===== src/hw/rtl/djs_ram.sv =====
// ----------------------------------------------------------------------------
// djs_ram
// Generic single-write, single-read RAM with registered read data.
// ----------------------------------------------------------------------------
`default_nettype none

module djs_ram #(
    parameter int WIDTH = 8,
    parameter int DEPTH = 256
) (
    input  wire logic                     clk,
    input  wire logic                     we,
    input  wire logic [$clog2(DEPTH)-1:0] waddr,
    input  wire logic [WIDTH-1:0]         wdata,
    input  wire logic                     re,
    input  wire logic [$clog2(DEPTH)-1:0] raddr,
    output      logic [WIDTH-1:0]         rdata
);

    logic [WIDTH-1:0] mem [DEPTH];

    always_ff @(posedge clk)
    begin
        if (we)
        begin
            mem[waddr] <= wdata;
        end
        if (re)
        begin
            rdata <= mem[raddr];
        end
    end

endmodule

`default_nettype wire


===== config.mk =====
export PLATFORM = sky130hd
export DESIGN_NAME = djs_ram
export DESIGN_NICKNAME = d
export VERILOG_FILES = /design/src/hw/rtl/djs_ram.sv
export SDC_FILE = /design/constraint.sdc
export NUM_CORES = 2
export LEC_CHECK = 0
export BUFFER_PORTS_ARGS = -buffer_cell sky130_fd_sc_hd__buf_2
export CELL_PAD_IN_SITES_DETAIL_PLACEMENT = 1
export CELL_PAD_IN_SITES_GLOBAL_PLACEMENT = 2
export CORE_MARGIN = 2
export CORE_UTILIZATION = 50
export CTS_CLUSTER_DIAMETER = 30
export DETAILED_ROUTE_END_ITERATION = 10
export PLACE_DENSITY_LB_ADDON = 0.1
export SLEW_MARGIN = 30
export SYNTH_ARGS = -nofsm -noshare
export SYNTH_HDL_FRONTEND = slang
export SYNTH_SLANG_ARGS = --single-unit
export TNS_END_PERCENT = 5

===== constraint.sdc =====
create_clock -name clk -period 2.96 [get_ports clk]
set_clock_uncertainty 0.1 [all_clocks]
set_input_delay 0.148 -clock clk [delete_from_list [all_inputs] [get_ports clk]]
set_output_delay 0.148 -clock clk [all_outputs]
set_load 0.02 [all_outputs]

; Word level (Yosys, flattened, before mapping)
; Memories as Yosys holds them, arrays and structs flattened. A register that Yosys moved wholly into a read port is not among the register bits.
; Index checks and enable logic that the tools add are counted.
[totals]
reg_bits = 0
latch_bits = 0
ram_bits = 2048
romBits = 0
inputBits = 27
output_inout_bits = 8
elab_cells = 3
memories = 1
[mem_list]
columns = memory, depth, width, rd, rd_clocked_by_memory_dff, wr, line
row1 = mem, 256, 8, 1, 1, 1, 20  ; logic [WIDTH-1:0] mem [DEPTH];
[classes]
add_sub_neg = 0
multipliers = 0
div_mod_pow = 0
order_cmp = 0
eq_ne = 0
shifts = 0
mux = 2
bitwise = 0
reduce_logical = 0
[op_table]
columns = cell, n
row1 = $mux W1, 2

; Depth between registers and ports, before layout
[logic_depth]
depth_word = 2
mapped_depth = 11
mapped_depth_nobuf = 6

; Worst setup path after synthesis
; No wires, ideal clock.
[synth_timing]
path_type = input to register
start = input raddr[0]
end = register rdata[2], read port of mem, data pin
setup_ps = 269
arrival_ps = 1955
required_time_ps = 2591
path_slack_ps = 636
stages = 9
n_path_buf = 4
cell_sequence = buf_6 buf_12 buf_8 buf_2 mux4_2 a22oi_1 a21oi_1 nor4_1 nor4_2
[synth_lines]
columns = element, line
row1 = start: declaration, 16  ; input wire logic [$clog2(DEPTH)-1:0] raddr,
row2 = end: declaration, 17  ; output logic [WIDTH-1:0] rdata

==> metrics.md <==
| Metric | Value |
|---|---|
| Fin crit period | ~2.8 ns |
| Final Setup Violations | 0 |
| Worst hold margin | between 0.1 and 0.15 ns |
| Critical path type | flip-flop to flip-flop |
| First-pass GRT wire length | between 300 and 400 mm |
| Final period utilization | 0.9563 |
| Post-Route WL | around 230 mm |
| RSZ-0062 raised after global routing | false |
| CTS HTree Levels | 5 |
| Slew HR | 0.3635 |
| Die area | roughly 160000 µm² |
| Count leader, synth | edfxtp_1 |
| Largest net degree at the start of global routing | ~100 |
| Most area-consuming cells after synthesis | edfxtp_1 (78%), mux4_2 (13%), mux2i_1 (1.7%), nor2_1 (1.3%), a22oi_1 (1.3%) |
| Synth Warn # | 0 |
| Global route overflow | 0 |
| Post-route DRC | 0 |
| Clock transition at path regs | 0.05 ns |
| Switching Share | 0.2145 |
| Total number of vias | 42910 |
| Slew @ Worst Pin | between 0.9 and 1 ns |
| Synth top cells by count | edfxtp_1 (2056), mux4_2 (454), nor2_1 (282) |
| Area grow syn2layout | 26.56% |
| Critical Path RT | ~3.5 ns |
| Core area | 158200 µm² |
| Pwr dens | around 800 nW/µm² |
| Max Root-Sink Buffers | 4 |
| Via-per-instance ratio | roughly 6 |
| Seq pwr share | 0.391 |
| Gr usage total | 0.2888 |
| P_leak | roughly 34 nW |
| Initial antenna violation count | 16 |
| Vias in the first global route | about 46000 |
| Die H | between 400 and 500 µm |
| Post-synth top area share | 0.7753 |
| Syn nets | between 3000 and 4000 |
| DR iter-0 viols | approximately 4700 |
| Antenna-violating nets left | 0 |
| Clk pwr share | 0.568 |
| Clock insertion delay at the later pin of the skew report | 0.97 ns |
| F_max | roughly 350 MHz |
| DR WL/cell | 33.07 µm |
| Worst EP arrival | between 3 and 4 ns |
| Ys async rst share | 0 |
| Slew Limit Fails | 0 |
| Initial Utilization | 0.5034 |
| Max_cap viols | 0 |
| Pint | approximately 0.065 W |
| I/O Buffers | 34 |
| Cells after DPL | approximately 6200 |
| Nets | about 4600 |
| Switching Power | 0.01768 W |
| Status | finished, final reports clean |
| Synth Cell Area | between 70000 and 80000 µm² |
| Non-filler cells, final | about 7000 |
| Synth Instances | ~3700 |
| Synth cell types | 54 |
| Combinational share of power | 0.041 |
| Worst reg2reg setup slack | around 0.13 ns |
| Worst ir drop on vdd | 0.8521 mV |
| Fill cells | 12900 |
| Layout cells sized above 1 | 0.3622 |
| CTS tree | done |
| Num rows | roughly 150 |
| Num Clock Sinks | 2056 |
| Hold Crit Class | primary input to flip-flop |
| Flops & latches, synth | roughly 2100 |
| IO Pins | 35 |
| Root Driver | clkbuf_16 |
| Mean post-synth cell area | roughly 21 µm² |
| Pre-CTS setup slack | -0.4644 ns |
| Critical Path End Type | flip-flop |
| Setup ws final | roughly 0.13 ns |
| Startpoint Class | flip-flop |
| CP Max Fanout | 1 |
| Hpwl dp | approximately 150 mm |
| Sequential fraction of the synthesis area | 0.7753 |
| Number of enable flip-flop cells after synthesis | slightly above 2000 |
| Sequential cell area | about 62000 µm² |
| Drt pass-1 iters | 5 |
| Post-synth top area cell | edfxtp_1 |
| Top_reg_cell synth | edfxtp_1 |
| Chip Width | approximately 400 µm |
| Total CTS buffers | around 420 |
| Placer Congestion | around 0.89 |
| Fin. Hold Viols | 0 |
| Area of the multi-input gates | between 15000 and 20000 µm² |
## metrics by stage
| step | total power, W | utilization | setup TNS [ns] | area (µm²) |
|---|---|---|---|---|
| floorplan | 0.03432 | - | 0 | 79640 |
| global placement | 0.03600 | 0.5463 | -2.422 | 86420 |
| detailed placement | 0.03611 | 0.5463 | -2.339 | 86430 |
| CTS | 0.08296 | 0.6370 | 0 | 100800 |
| global route | 0.08440 | 0.6371 | 0 | 100800 |
| finish | 0.08242 | 0.6371 | 0 | 100800 |
## cell families after synthesis
| group | Yosys count | share of synthesized area |
|---|---|---|
| flops | 2056 | 0.7753 |
| mux | 591 | 0.1460 |
| simple gates | 466 | 0.02625 |
| compound gates | 385 | 0.03416 |
| buf+inv | 235 | 0.01829 |
## sequential cells by signal (all words and copies together), names as in the netlist
name   count
mem     2048
rdata      8
## cell usage in the layout, fill, tap and decap left out, types with 54 or more instances in the layout
cell and count:
a22oi_1 133, mux4_2 454, buf_4 527, bufinv_16 56
edfxtp_1 2056, mux2i_1 134, buf_12 70, clkinv_2 66
a21oi_1 95, clkinv_1 54, clkbuf_16 429, nor2_1 279
## what timing repair did
item | CTS | global route
buffers inserted | 0 | 0
hold buffers | 22 | 0
gates resized for setup | 2 | 0
hold endpoints to repair | 1178 | 0
setup endpoints to repair | 2 | 0
## per-layer routing
metal  vias up  GRT usage  part of all wire
met1     23010     0.4030              0.41
li1      17590          -                 -
met3       402    0.05654             0.075
met4         8    0.09712             0.031
met5         -          0           0.00022
met2      1901     0.4616              0.49
## power by group through the flow
stage / sequential, W / clock, W / combinational [W]
final: 0.0322 / 0.0468 / 0.00338
after detailed placement: 0.0328 / 0 / 0.00334
after global placement: 0.0328 / 0 / 0.00324
after global routing: 0.0322 / 0.0486 / 0.00354
after floorplan: 0.0328 / 0 / 0.00156
after CTS: 0.0322 / 0.0473 / 0.00340
## critical path, stage by stage (launching register included)
cell,delay [ns]
edfxtp_1,0.36
mux4_2,0.53
mux4_2,0.52
nor2_1,0.15
a2111oi_1,0.08
buf_4,0.17
nor3_1,0.41
buf_4,0.22
nor4_1,0.06
## layout make-up
class                   instances  share of cell area
diodes                          3          0.00007449
multi-input cells            1442              0.1637
flip-flops and latches       2056              0.6126
clock inverters               297             0.03214
well taps                    2072             0.02572
inverters                       2          0.00007449
clock buffers                 466              0.1079
repair buffers                651             0.05783
## path summary, 6_finish.rpt
| kind | startpoint | endpoint | depth (start not counted) |
|---|---|---|---|
| max | mem[135][4] | rdata[4] | 8 |
| min | re | rdata[4] | 2 |
| max reg2reg | mem[135][4] | rdata[4] | 8 |
| min reg2reg | mem[55][3] | rdata[3] | 6 |
Note: power is estimated with default switching activity, not from simulation.
